File: src/sv/time_ordered_transfer_queue_search_unit_macros.svh
// Assertion macros for the time-ordered transfer queue search unit.
// Included by the RTL files that carry concurrent assertions; no other dependencies.
`ifndef TIME_ORDERED_TRANSFER_QUEUE_SEARCH_UNIT_MACROS_SVH
`define TIME_ORDERED_TRANSFER_QUEUE_SEARCH_UNIT_MACROS_SVH

`ifndef SYNTHESIS
// Property that must hold in the same cycle, checked outside reset
`define TOTQ_ASSERT(label, clk, rst, prop) \
   label: assert property (@(posedge clk) disable iff (rst) (prop)) \
      else $error("totq assertion failed");
// Property whose consequent must hold in the cycle after the antecedent
`define TOTQ_ASSERT_NEXT(label, clk, rst, ante, cons) \
   label: assert property (@(posedge clk) disable iff (rst) (ante) |=> (cons)) \
      else $error("totq assertion failed");
`else
`define TOTQ_ASSERT(label, clk, rst, prop)
`define TOTQ_ASSERT_NEXT(label, clk, rst, ante, cons)
`endif

`endif

File: src/sv/totq_pkg.sv
// Shared types and constants of the time-ordered transfer queue search unit.
// No dependencies; imported by the interfaces, the cell and the top level.
package totq_pkg;

   localparam int TIME_W  = 16;
   localparam int STN_W   = 8;
   localparam int TYPE_W  = 4;
   localparam int BCNT_W  = 10;
   localparam int OCC_W   = 5;
   localparam int CMD_W   = 2;

   // Command codes on the request word
   typedef enum logic [CMD_W-1:0] {
      CMD_PUSH   = 2'd0,
      CMD_POP    = 2'd1,
      CMD_SEARCH = 2'd2
   } cmd_type;

   // Control sequencer states
   typedef enum logic {
      ST_IDLE,
      ST_SEARCH
   } state_type;

   // One transfer record
   typedef struct packed {
      logic [TIME_W-1:0] etime;
      logic [STN_W-1:0]  start_stn;
      logic [STN_W-1:0]  end_stn;
      logic [TYPE_W-1:0] btype;
      logic [BCNT_W-1:0] bcount;
   } entry_type;

   // Broadcast from the sequencer to every cell
   typedef struct packed {
      logic              push;
      logic              pop;
      entry_type         new_ent;
      logic [STN_W-1:0]  q_stn;
      logic [TYPE_W-1:0] q_type;
   } cell_ctrl_type;

   // Search token handed from cell to cell
   typedef struct packed {
      logic              valid;
      logic              hit;
      logic [TIME_W-1:0] ftime;
   } tok_type;

   // Response word held in the output register
   typedef struct packed {
      logic              push_refused;
      logic              head_valid;
      entry_type         head;
      logic              found;
      logic [TIME_W-1:0] found_time;
      logic [OCC_W-1:0]  occupancy;
   } rsp_word_type;

endpackage

File: src/sv/totq_req_if.sv
// Request channel of the transfer queue: valid/ready handshake and command word.
// Depends on totq_pkg for field widths.
interface totq_req_if import totq_pkg::*; ();

   logic              valid;
   logic              ready;
   logic [CMD_W-1:0]  cmd;
   logic [TIME_W-1:0] time_req;
   logic [STN_W-1:0]  start_station;
   logic [STN_W-1:0]  end_station;
   logic [TYPE_W-1:0] xfer_type;
   logic [BCNT_W-1:0] bike_count;
   logic [STN_W-1:0]  query_station;
   logic [TYPE_W-1:0] query_type;

   modport source (
      output valid, cmd, time_req, start_station, end_station, xfer_type,
             bike_count, query_station, query_type,
      input  ready
   );

   modport sink (
      input  valid, cmd, time_req, start_station, end_station, xfer_type,
             bike_count, query_station, query_type,
      output ready
   );

endinterface

File: src/sv/totq_rsp_if.sv
// Response channel of the transfer queue: valid/ready handshake and result word.
// Depends on totq_pkg for field widths.
interface totq_rsp_if import totq_pkg::*; ();

   logic              valid;
   logic              ready;
   logic              push_refused;
   logic              head_valid;
   logic [TIME_W-1:0] head_time;
   logic [STN_W-1:0]  head_start;
   logic [STN_W-1:0]  head_end;
   logic [TYPE_W-1:0] head_type;
   logic [BCNT_W-1:0] head_count;
   logic              found;
   logic [TIME_W-1:0] found_time;
   logic [OCC_W-1:0]  occupancy;

   modport source (
      output valid, push_refused, head_valid, head_time, head_start, head_end,
             head_type, head_count, found, found_time, occupancy,
      input  ready
   );

   modport sink (
      input  valid, push_refused, head_valid, head_time, head_start, head_end,
             head_type, head_count, found, found_time, occupancy,
      output ready
   );

endinterface

File: src/sv/totq_cell.sv
// One slot of the sorted transfer queue: record, valid bit and search token stage.
// Depends on totq_pkg; instantiated in a row by the top level.
module totq_cell import totq_pkg::*; (
   input  logic          clock,
   input  logic          reset,
   input  logic          is_head,
   input  cell_ctrl_type ctrl,
   input  entry_type     prev_ent,
   input  logic          prev_valid,
   input  logic          prev_cond,
   input  entry_type     next_ent,
   input  logic          next_valid,
   input  tok_type       tok_up,
   output entry_type     ent_q,
   output logic          valid_q,
   output logic          cond,
   output entry_type     ent_next,
   output logic          valid_next,
   output tok_type       tok_dn
);

   entry_type         ent_ff;
   logic              valid_ff;
   logic              tok_vld_ff;
   logic              tok_hit_ff;
   logic [TIME_W-1:0] tok_time_ff;

   logic              match;
   logic              tok_hit_in;
   logic [TIME_W-1:0] tok_time_in;

   // New record belongs here or earlier: empty slot, or order test against own time.
   // The head takes only a strictly earlier time; later slots take equal or earlier.
   always_comb begin
      if (!valid_ff) begin
         cond = 1'b1;
      end else if (is_head) begin
         cond = ctrl.new_ent.etime < ent_ff.etime;
      end else begin
         cond = ent_ff.etime >= ctrl.new_ent.etime;
      end
   end

   // Slot update: shift down on push below the insert point, shift up on pop
   always_comb begin
      ent_next   = ent_ff;
      valid_next = valid_ff;
      if (ctrl.push) begin
         if (prev_cond) begin
            ent_next   = prev_ent;
            valid_next = prev_valid;
         end else if (cond) begin
            ent_next   = ctrl.new_ent;
            valid_next = 1'b1;
         end
      end else if (ctrl.pop) begin
         ent_next   = next_ent;
         valid_next = next_valid;
      end
   end

   // Search token stage: first hit in queue order wins
   assign match       = valid_ff && (ent_ff.end_stn == ctrl.q_stn)
                        && (ent_ff.btype == ctrl.q_type);
   assign tok_hit_in  = tok_up.hit || match;
   assign tok_time_in = tok_up.hit ? tok_up.ftime : ent_ff.etime;

   always_ff @(posedge clock) begin
      if (reset) begin
         valid_ff   <= 1'b0;
         tok_vld_ff <= 1'b0;
         tok_hit_ff <= 1'b0;
      end else begin
         valid_ff   <= valid_next;
         tok_vld_ff <= tok_up.valid;
         tok_hit_ff <= tok_hit_in;
      end
   end

   always_ff @(posedge clock) begin
      ent_ff      <= ent_next;
      tok_time_ff <= tok_time_in;
   end

   assign ent_q        = ent_ff;
   assign valid_q      = valid_ff;
   assign tok_dn.valid = tok_vld_ff;
   assign tok_dn.hit   = tok_hit_ff;
   assign tok_dn.ftime = tok_time_ff;

endmodule

File: src/sv/time_ordered_transfer_queue_search_unit.sv
// Top level of the time-ordered transfer queue with search.
// Depends on totq_pkg, totq_req_if, totq_rsp_if, totq_cell and the macros header.
//
// The queue is a row of DEPTH cells, cell 0 holding the head, kept in time order.
// Push, pop and the unused command code do not leave the idle state: a new word can be
// accepted every cycle while the response register is free or being drained, and
// its response is visible the cycle after acceptance. A push into a full queue is
// dropped and flagged. Search sends a token down the cell row, one cell per cycle;
// the search response is loaded when the token leaves the last cell, and no new
// word is accepted until the response has been loaded.
// Stored records have no reset; only the valid bits, token flags, fill count, state
// and response valid bit are cleared, so there is no clearing pass after reset.
`include "time_ordered_transfer_queue_search_unit_macros.svh"

module time_ordered_transfer_queue_search_unit import totq_pkg::*; #(
   parameter int DEPTH = 16
) (
   input logic        clock,
   input logic        reset,
   totq_req_if.sink   req_ch,
   totq_rsp_if.source rsp_ch
);

   localparam int CNT_W = $clog2(DEPTH + 1);

   state_type         state_ff, state_in;
   logic [CNT_W-1:0]  count_ff, count_in;
   logic [STN_W-1:0]  qstn_ff;
   logic [TYPE_W-1:0] qtype_ff;
   logic              rsp_valid_ff, rsp_valid_in;
   rsp_word_type      rsp_ff, rsp_in;

   logic              req_ready;
   logic              acc;
   logic              full;
   logic              push_full;
   logic              load_acc;
   logic              load_srch;

   cell_ctrl_type     ctrl;
   tok_type           tok_head;
   entry_type         ent_q      [DEPTH];
   entry_type         ent_next   [DEPTH];
   tok_type           tok_dn     [DEPTH];
   logic [DEPTH-1:0]  valid_vec;
   logic [DEPTH-1:0]  valid_next;
   logic [DEPTH-1:0]  cond;

   assign acc       = req_ch.valid && req_ready;
   assign full      = count_ff == CNT_W'(DEPTH);
   assign push_full = acc && (req_ch.cmd == CMD_PUSH) && full;

   // Broadcast control; the query comes straight from the word in the accept cycle
   always_comb begin
      ctrl.push              = acc && (req_ch.cmd == CMD_PUSH) && !full;
      ctrl.pop               = acc && (req_ch.cmd == CMD_POP);
      ctrl.new_ent.etime     = req_ch.time_req;
      ctrl.new_ent.start_stn = req_ch.start_station;
      ctrl.new_ent.end_stn   = req_ch.end_station;
      ctrl.new_ent.btype     = req_ch.xfer_type;
      ctrl.new_ent.bcount    = req_ch.bike_count;
      ctrl.q_stn             = (state_ff == ST_IDLE) ? req_ch.query_station : qstn_ff;
      ctrl.q_type            = (state_ff == ST_IDLE) ? req_ch.query_type : qtype_ff;
      tok_head.valid         = acc && (req_ch.cmd == CMD_SEARCH);
      tok_head.hit           = 1'b0;
      tok_head.ftime         = '0;
   end

   // Cell row with neighbor links
   for (genvar i = 0; i < DEPTH; i++) begin : g_cell
      entry_type pe, ne;
      logic      pv, pc, nv;
      tok_type   tu;

      if (i == 0) begin : g_first
         assign pe = '0;
         assign pv = 1'b0;
         assign pc = 1'b0;
         assign tu = tok_head;
      end else begin : g_mid
         assign pe = ent_q[i-1];
         assign pv = valid_vec[i-1];
         assign pc = cond[i-1];
         assign tu = tok_dn[i-1];
      end

      if (i == DEPTH - 1) begin : g_last
         assign ne = '0;
         assign nv = 1'b0;
      end else begin : g_inner
         assign ne = ent_q[i+1];
         assign nv = valid_vec[i+1];
      end

      totq_cell u_cell (
         .clock      (clock),
         .reset      (reset),
         .is_head    ((i == 0) ? 1'b1 : 1'b0),
         .ctrl       (ctrl),
         .prev_ent   (pe),
         .prev_valid (pv),
         .prev_cond  (pc),
         .next_ent   (ne),
         .next_valid (nv),
         .tok_up     (tu),
         .ent_q      (ent_q[i]),
         .valid_q    (valid_vec[i]),
         .cond       (cond[i]),
         .ent_next   (ent_next[i]),
         .valid_next (valid_next[i]),
         .tok_dn     (tok_dn[i])
      );
   end

   // Fill count
   always_comb begin
      count_in = count_ff;
      if (ctrl.push) begin
         count_in = count_ff + CNT_W'(1);
      end else if (ctrl.pop && (count_ff != '0)) begin
         count_in = count_ff - CNT_W'(1);
      end
   end

   // Next state
   always_comb begin
      state_in = state_ff;
      unique case (state_ff)
         ST_IDLE: begin
            if (acc && (req_ch.cmd == CMD_SEARCH)) begin
               state_in = ST_SEARCH;
            end
         end
         ST_SEARCH: begin
            if (tok_dn[DEPTH-1].valid) begin
               state_in = ST_IDLE;
            end
         end
         default: state_in = ST_IDLE;
      endcase
   end

   // Sequencer outputs
   always_comb begin
      req_ready = 1'b0;
      load_acc  = 1'b0;
      load_srch = 1'b0;
      unique case (state_ff)
         ST_IDLE: begin
            req_ready = !rsp_valid_ff || rsp_ch.ready;
            load_acc  = acc && (req_ch.cmd != CMD_SEARCH);
         end
         ST_SEARCH: begin
            load_srch = tok_dn[DEPTH-1].valid;
         end
         default: begin
            req_ready = 1'b0;
         end
      endcase
   end

   // Response word: head after the step, search result, occupancy
   always_comb begin
      rsp_in = '0;
      if (load_srch) begin
         rsp_in.head_valid = valid_vec[0];
         rsp_in.head       = valid_vec[0] ? ent_q[0] : '0;
         rsp_in.found      = tok_dn[DEPTH-1].hit;
         rsp_in.found_time = tok_dn[DEPTH-1].hit ? tok_dn[DEPTH-1].ftime : '0;
         rsp_in.occupancy  = OCC_W'(count_ff);
      end else begin
         rsp_in.push_refused = push_full;
         rsp_in.head_valid   = valid_next[0];
         rsp_in.head         = valid_next[0] ? ent_next[0] : '0;
         rsp_in.occupancy    = OCC_W'(count_in);
      end
   end

   assign rsp_valid_in = (load_acc || load_srch) ? 1'b1 : (rsp_valid_ff && !rsp_ch.ready);

   // Control registers
   always_ff @(posedge clock) begin
      if (reset) begin
         state_ff     <= ST_IDLE;
         count_ff     <= '0;
         rsp_valid_ff <= 1'b0;
      end else begin
         state_ff     <= state_in;
         count_ff     <= count_in;
         rsp_valid_ff <= rsp_valid_in;
      end
   end

   // Payload registers
   always_ff @(posedge clock) begin
      if (acc) begin
         qstn_ff  <= req_ch.query_station;
         qtype_ff <= req_ch.query_type;
      end
      if (load_acc || load_srch) begin
         rsp_ff <= rsp_in;
      end
   end

   // Port drive
   assign req_ch.ready        = req_ready;
   assign rsp_ch.valid        = rsp_valid_ff;
   assign rsp_ch.push_refused = rsp_ff.push_refused;
   assign rsp_ch.head_valid   = rsp_ff.head_valid;
   assign rsp_ch.head_time    = rsp_ff.head.etime;
   assign rsp_ch.head_start   = rsp_ff.head.start_stn;
   assign rsp_ch.head_end     = rsp_ff.head.end_stn;
   assign rsp_ch.head_type    = rsp_ff.head.btype;
   assign rsp_ch.head_count   = rsp_ff.head.bcount;
   assign rsp_ch.found        = rsp_ff.found;
   assign rsp_ch.found_time   = rsp_ff.found_time;
   assign rsp_ch.occupancy    = rsp_ff.occupancy;

   // Checks
   `TOTQ_ASSERT(a_count_bound, clock, reset, count_ff <= CNT_W'(DEPTH))
   `TOTQ_ASSERT(a_count_matches_valid, clock, reset, CNT_W'($countones(valid_vec)) == count_ff)
   `TOTQ_ASSERT(a_head_order, clock, reset, !valid_vec[1] || (ent_q[0].etime <= ent_q[1].etime))
   `TOTQ_ASSERT(a_token_in_search, clock, reset, !tok_dn[DEPTH-1].valid || (state_ff == ST_SEARCH))
   `TOTQ_ASSERT_NEXT(a_full_push_flag, clock, reset, push_full, rsp_valid_ff && rsp_ff.push_refused)

endmodule

File: src/flat_wrapper.sv
// flat-port wrapper written by rule: the top's interface ports become plain ports
module time_ordered_transfer_queue_search_unit_flat import totq_pkg::*;
#(
   parameter int DEPTH = 16
)
  (clock, reset, req_ch_valid, req_ch_cmd, req_ch_time_req, req_ch_start_station, req_ch_end_station, req_ch_xfer_type, req_ch_bike_count, req_ch_query_station, req_ch_query_type, req_ch_ready, rsp_ch_valid, rsp_ch_push_refused, rsp_ch_head_valid, rsp_ch_head_time, rsp_ch_head_start, rsp_ch_head_end, rsp_ch_head_type, rsp_ch_head_count, rsp_ch_found, rsp_ch_found_time, rsp_ch_occupancy, rsp_ch_ready);
  totq_req_if req_ch_i ();
  totq_rsp_if rsp_ch_i ();
  input logic clock;
  input logic reset;
  input wire logic [$bits(req_ch_i.valid)-1:0] req_ch_valid;
  input wire logic [$bits(req_ch_i.cmd)-1:0] req_ch_cmd;
  input wire logic [$bits(req_ch_i.time_req)-1:0] req_ch_time_req;
  input wire logic [$bits(req_ch_i.start_station)-1:0] req_ch_start_station;
  input wire logic [$bits(req_ch_i.end_station)-1:0] req_ch_end_station;
  input wire logic [$bits(req_ch_i.xfer_type)-1:0] req_ch_xfer_type;
  input wire logic [$bits(req_ch_i.bike_count)-1:0] req_ch_bike_count;
  input wire logic [$bits(req_ch_i.query_station)-1:0] req_ch_query_station;
  input wire logic [$bits(req_ch_i.query_type)-1:0] req_ch_query_type;
  output wire logic [$bits(req_ch_i.ready)-1:0] req_ch_ready;
  output wire logic [$bits(rsp_ch_i.valid)-1:0] rsp_ch_valid;
  output wire logic [$bits(rsp_ch_i.push_refused)-1:0] rsp_ch_push_refused;
  output wire logic [$bits(rsp_ch_i.head_valid)-1:0] rsp_ch_head_valid;
  output wire logic [$bits(rsp_ch_i.head_time)-1:0] rsp_ch_head_time;
  output wire logic [$bits(rsp_ch_i.head_start)-1:0] rsp_ch_head_start;
  output wire logic [$bits(rsp_ch_i.head_end)-1:0] rsp_ch_head_end;
  output wire logic [$bits(rsp_ch_i.head_type)-1:0] rsp_ch_head_type;
  output wire logic [$bits(rsp_ch_i.head_count)-1:0] rsp_ch_head_count;
  output wire logic [$bits(rsp_ch_i.found)-1:0] rsp_ch_found;
  output wire logic [$bits(rsp_ch_i.found_time)-1:0] rsp_ch_found_time;
  output wire logic [$bits(rsp_ch_i.occupancy)-1:0] rsp_ch_occupancy;
  input wire logic [$bits(rsp_ch_i.ready)-1:0] rsp_ch_ready;
  assign req_ch_i.valid = req_ch_valid;
  assign req_ch_i.cmd = req_ch_cmd;
  assign req_ch_i.time_req = req_ch_time_req;
  assign req_ch_i.start_station = req_ch_start_station;
  assign req_ch_i.end_station = req_ch_end_station;
  assign req_ch_i.xfer_type = req_ch_xfer_type;
  assign req_ch_i.bike_count = req_ch_bike_count;
  assign req_ch_i.query_station = req_ch_query_station;
  assign req_ch_i.query_type = req_ch_query_type;
  assign req_ch_ready = req_ch_i.ready;
  assign rsp_ch_valid = rsp_ch_i.valid;
  assign rsp_ch_push_refused = rsp_ch_i.push_refused;
  assign rsp_ch_head_valid = rsp_ch_i.head_valid;
  assign rsp_ch_head_time = rsp_ch_i.head_time;
  assign rsp_ch_head_start = rsp_ch_i.head_start;
  assign rsp_ch_head_end = rsp_ch_i.head_end;
  assign rsp_ch_head_type = rsp_ch_i.head_type;
  assign rsp_ch_head_count = rsp_ch_i.head_count;
  assign rsp_ch_found = rsp_ch_i.found;
  assign rsp_ch_found_time = rsp_ch_i.found_time;
  assign rsp_ch_occupancy = rsp_ch_i.occupancy;
  assign rsp_ch_i.ready = rsp_ch_ready;
  time_ordered_transfer_queue_search_unit #(.DEPTH(DEPTH)) u_core (.clock(clock), .reset(reset), .req_ch(req_ch_i), .rsp_ch(rsp_ch_i));
endmodule
File: config.mk
export PLATFORM = sky130hd
export DESIGN_NAME = time_ordered_transfer_queue_search_unit_flat
export DESIGN_NICKNAME = d
export VERILOG_FILES = /design/src/sv/totq_pkg.sv /design/src/sv/totq_req_if.sv /design/src/sv/totq_rsp_if.sv /design/src/sv/totq_cell.sv /design/src/sv/time_ordered_transfer_queue_search_unit.sv /design/src/flat_wrapper.sv
export VERILOG_INCLUDE_DIRS = /design/src /design/src/sv
export SDC_FILE = /design/constraint.sdc
export NUM_CORES = 2
export LEC_CHECK = 0
export ABC_AREA = 1
export ABC_CLOCK_PERIOD_IN_PS = 8550
export BUFFER_PORTS_ARGS = -buffer_cell sky130_fd_sc_hd__buf_4
export CORE_ASPECT_RATIO = 1.1
export CORE_MARGIN = 3
export CORE_UTILIZATION = 35
export DETAILED_ROUTE_END_ITERATION = 8
export HOLD_SLACK_MARGIN = 0.12
export PLACE_DENSITY = 0.52
export SLEW_MARGIN = 10
export SYNTH_ARGS = -nofsm -noshare
export SYNTH_HDL_FRONTEND = slang
export SYNTH_SLANG_ARGS = --single-unit
File: constraint.sdc
create_clock -name clock -period 8.55 [get_ports clock]
set_input_delay 0 -clock clock [delete_from_list [all_inputs] [get_ports clock]]
set_output_delay 0 -clock clock [all_outputs]
set_load 0.05 [all_outputs]
==> metrics list <==
* Most common library cell in the layout ignoring fill and taps: o21ai_0
* Final setup vio count: 0
* Layout filler cell count: 16,900
- When the netlist entered floorplanning its net count stood at ~7,200.
- The floorplan has between 150 and 200 rows.
- F_max: 233.2 MHz
- Setup repair after global routing missed its margin: false
* Final worst-path cycle share: 0.5016
* Final min period: ~4300 ps
- Global-route wire length before repair: around 300,000 µm
- For this design the static power due to leakage is 26.78 nW.
- R2R depth: 9
* Overflow left after global routing: 0
- In the layout the commonest cells are o21ai_0 (1,146), inv_1 (903), nand2_1 (854).
- Transition time of the tightest slew-check pin: 1216 ps
- The count of nets left with antenna violations once routing finished came out at 0.
- The critical path in this run is classified as flop to flop.
- Die Outline Area: roughly 0.17 mm²
- Via density per instance: 5.456
- Syn Area/Cell: 8.517 µm²
- The pre-antenna-repair detailed-routing pass consisted of 6 iterations.
- Number of gates resized after cts: 0
- Total chip power: 14.37 mW
* Residual DRC count: 0
- Between clock sinks in the finished design, the worst skew comes to roughly 33 ps.
- Port Buffer Count: 135
* Normalized max-slew margin: 0.1893
* Area delta synth->final: 13.19%
* Final slew viol count: 0
* Buffer depth of the longest clock path: 3
* Endpoints failing hold: 0
- Counting every sink on the clock net gives ~1,100.
* Destination of the critical timing path: u_core.g_cell[4].u_cell.ent_q[29]
* Routed wire length: between 150,000 and 200,000 µm
* Iter 0 DRT Violations: around 4,700
- Internal Dissipation: between 10 and 15 mW
- In this run the standard cell core region covers 0.1668 mm².
- Combined global-route utilization of all metal layers: 0.2221
- Reg-to-Reg Start: u_core.state_ff
* Peak VDD IR: 159.4 µV
- Starting density of the core: 0.3532
- I/O pin total: between 100 and 150
- At the worst endpoint, the arrival time is 4670 ps.
- Maximum number of pins on one net before global-route repair: between 150 and 200
- Max-cap violations in this run came to 0.
- TritonCTS built the clock tree.
- Of the total power, the clock network draws 0.408.
- Clock input transition at the sequential cells of the worst setup and hold paths: around 60 ps
- Of the cells placed in the final design, the portion with a size suffix greater than 1 is 0.07254.
* Post-layout net count: about 7,000
- In this run the power density over the cells is 215.6 mW/mm².
* CTS H-tree depth: 4
- Of the synthesized area, sequential elements account for 0.5149.
* Vias in the first global route: slightly below 50,000
* HPWL after detailed placement: ~130,000 µm
- Proportion of total power due to net switching: 0.2893
- Number of antenna violations at the first check in global routing: 1
* Power dissipated by switching net loads: 4.158 mW
- The routed layout has about 50,000 vias.
- At the worst endpoint, the required time is 8930 ps.
- Die width: about 400 µm
- Counting the buffers created by CTS gives 136.
* Combinational group share of total power: 0.139
- For the final routed database, the setup TNS stands at 0 ps.
- Launch point of the worst path: u_core.state_ff
- Unique cell type count in the Yosys netlist: between 40 and 50
* FF-to-FF setup slack: approximately 4300 ps
* Flip-flop and latch count after synthesis: approximately 1,100
- Worst min path class: input port to flop
- STA classifies the critical path startpoint as a flop.
* Yosys warnings: 0
* Average detailed-routed wire length per instance: between 20 and 25 µm
* Clk root buf: clkbuf_16
* Share of power burned in registers: 0.453
- Vertical die dimension: approximately 440 µm
- Outcome: completed
- STA classifies the critical path endpoint as a flop.
- Final Wtd Congestion: between 0.8 and 0.9
- The endpoint identified for the worst register-to-register timing path is u_core.g_cell[4].u_cell.ent_q[29].
- After technology mapping, the gate count stands at approximately 7,000.
- Largest fanout of any net on the critical path: between 100 and 150
- The later pin in the worst-skew pair is clocked with a latency of a little under 800 ps.
- The startpoint identified for the worst hold timing path is req_ch_start_station[2].
* Post-Syn Area: between 0.05 and 0.06 mm²
## repair_timing
| action | in CTS | in global routing |
|---|---|---|
| hold buffers | 81 | 0 |
| hold endpoints to repair | 860 | 0 |
| setup buffers | 0 | 0 |
## kinds of logic after synthesis
group | after synthesis | synth area share
AO/OA/AOI/OAI | 2495 | 0.2194
XOR/XNOR | 36 | 0.005353
adder cells (fa/ha/maj) | 257 | 0.05459
buffers and inverters | 1382 | 0.09588
flip-flops | 1129 | 0.5149
AND/OR/NAND/NOR | 1617 | 0.1099
## worst max-delay path: stages, from the launching register on
cell and delay, ps:
dfxtp_1 590, nor2_4 240, nand2_2 110, inv_4 210, nand3_2 140, nor2_4 170, buf_12 400, buf_4 840
nand2_1 220, nand2_4 740
## metal layers
layer,vias up,global-route usage,routed length (µm),part of all wire
met4,0,0.06184,4983,0.025
li1,23580,-,-,-
met2,1739,0.3544,91310,0.46
met1,24730,0.3141,91140,0.46
met3,327,0.03073,12190,0.061
met5,-,0,0,0
## area by class of cell
type	instances	area [µm²]	share of cell area
flip-flops and latches	1129	30330	0.4549
multi-input cells	4405	23110	0.3465
inverters	917	3447	0.05170
clock inverters	65	586.8	0.008801
clock buffers	189	3909	0.05862
well taps	2226	2785	0.04177
diodes	3	7.507	0.0001126
repair buffers	298	2502	0.03753
## per-stage QoR
step                std cells  utilization  hold WS, ps  instance area (µm²)  setup slack (ps)
detailed placement       8894       0.3679        200.1                61360              4354
global route             9230       0.3998        248.3                66670              4011
CTS                      9229       0.3997        183.6                66670              4329
finish                   9232       0.3998        241.9                66680              4262
floorplan                6916            -        98.87                58910              1930
global placement         8894       0.3679        195.4                61360              4484
## sequential cells by signal, summed over array words and instances, names as in the netlist
| signal | cells |
|---|---|
| u_core.rsp_ch.found_time | 16 |
| u_core.rsp_ch.head_count | 10 |
| u_core.rsp_ch.valid | 1 |
| u_core.g_cell.u_cell.tok_vld_ff | 16 |
| u_core.rsp_ch.head_time | 16 |
| u_core.rsp_ch.head_start | 8 |
| u_core.rsp_ch.found | 1 |
| u_core.rsp_ch.head_type | 4 |
| u_core.rsp_ch.head_valid | 1 |
| u_core.g_cell.u_cell.tok_time_ff | 256 |
| u_core.count_ff | 5 |
| u_core.g_cell.u_cell.ent_q | 736 |
| u_core.rsp_ch.push_refused | 1 |
| u_core.qtype_ff | 4 |
| u_core.g_cell.u_cell.tok_hit_ff | 16 |
| u_core.state_ff | 1 |
| u_core.g_cell.u_cell.valid_q | 16 |
| u_core.rsp_ch.occupancy | 5 |
| u_core.rsp_ch.head_end | 8 |
| u_core.qstn_ff | 8 |
## Yosys cell counts (all sizes together)
| master | n | share of area |
|---|---|---|
| a2111oi | 1 | 0.00015 |
| a211oi | 17 | 0.0022 |
| a21o | 11 | 0.0014 |
| a21oi | 816 | 0.069 |
| a221oi | 4 | 0.00059 |
| a31oi | 1 | 0.00011 |
| buf | 250 | 0.024 |
| clkbuf | 215 | 0.014 |
| clkinv | 1 | 0.000064 |
| dfxtp | 357 | 0.12 |
| edfxtp | 772 | 0.39 |
| ha | 257 | 0.055 |
| inv | 916 | 0.058 |
| nand2 | 895 | 0.058 |
| nand3 | 151 | 0.013 |
| nand4 | 10 | 0.0012 |
| nor2 | 515 | 0.033 |
| nor3 | 23 | 0.0020 |
| nor4 | 21 | 0.0022 |
| o2111ai | 7 | 0.0010 |
| o211ai | 7 | 0.00089 |
| o21a | 3 | 0.00038 |
| o21ai | 1438 | 0.12 |
| o21bai | 26 | 0.0033 |
| o221ai | 2 | 0.00030 |
| o22ai | 162 | 0.017 |
| or2 | 2 | 0.00021 |
| xnor2 | 1 | 0.00015 |
| xor2 | 35 | 0.0052 |
## worst min-delay path by stage
stage | end | slack [ps] | cells after the start
finish | u_core.g_cell[0].u_cell.ent_q[24] | 240 | 6
global route | u_core.g_cell[7].u_cell.ent_q[2] | 250 | 4
CTS | u_core.g_cell[0].u_cell.ent_q[22] | 180 | 6
detailed placement | u_core.qtype_ff[0] | 200 | 1
global placement | u_core.qtype_ff[2] | 200 | 1
floorplan | u_core.qstn_ff[0] | 100 | 0
## power groups by stage
| stage | Sequential, mW | Clock (mW) | Combinational, mW |
|---|---|---|---|
| finish | 6.51 | 5.87 | 2.00 |
| detailed placement | 6.62 | 0 | 1.94 |
| global route | 6.54 | 6.20 | 2.19 |
| global placement | 6.61 | 0 | 1.91 |
| floorplan | 6.64 | 0 | 1.19 |
| CTS | 6.50 | 5.99 | 1.98 |
Power figures use the tool's default switching activity.
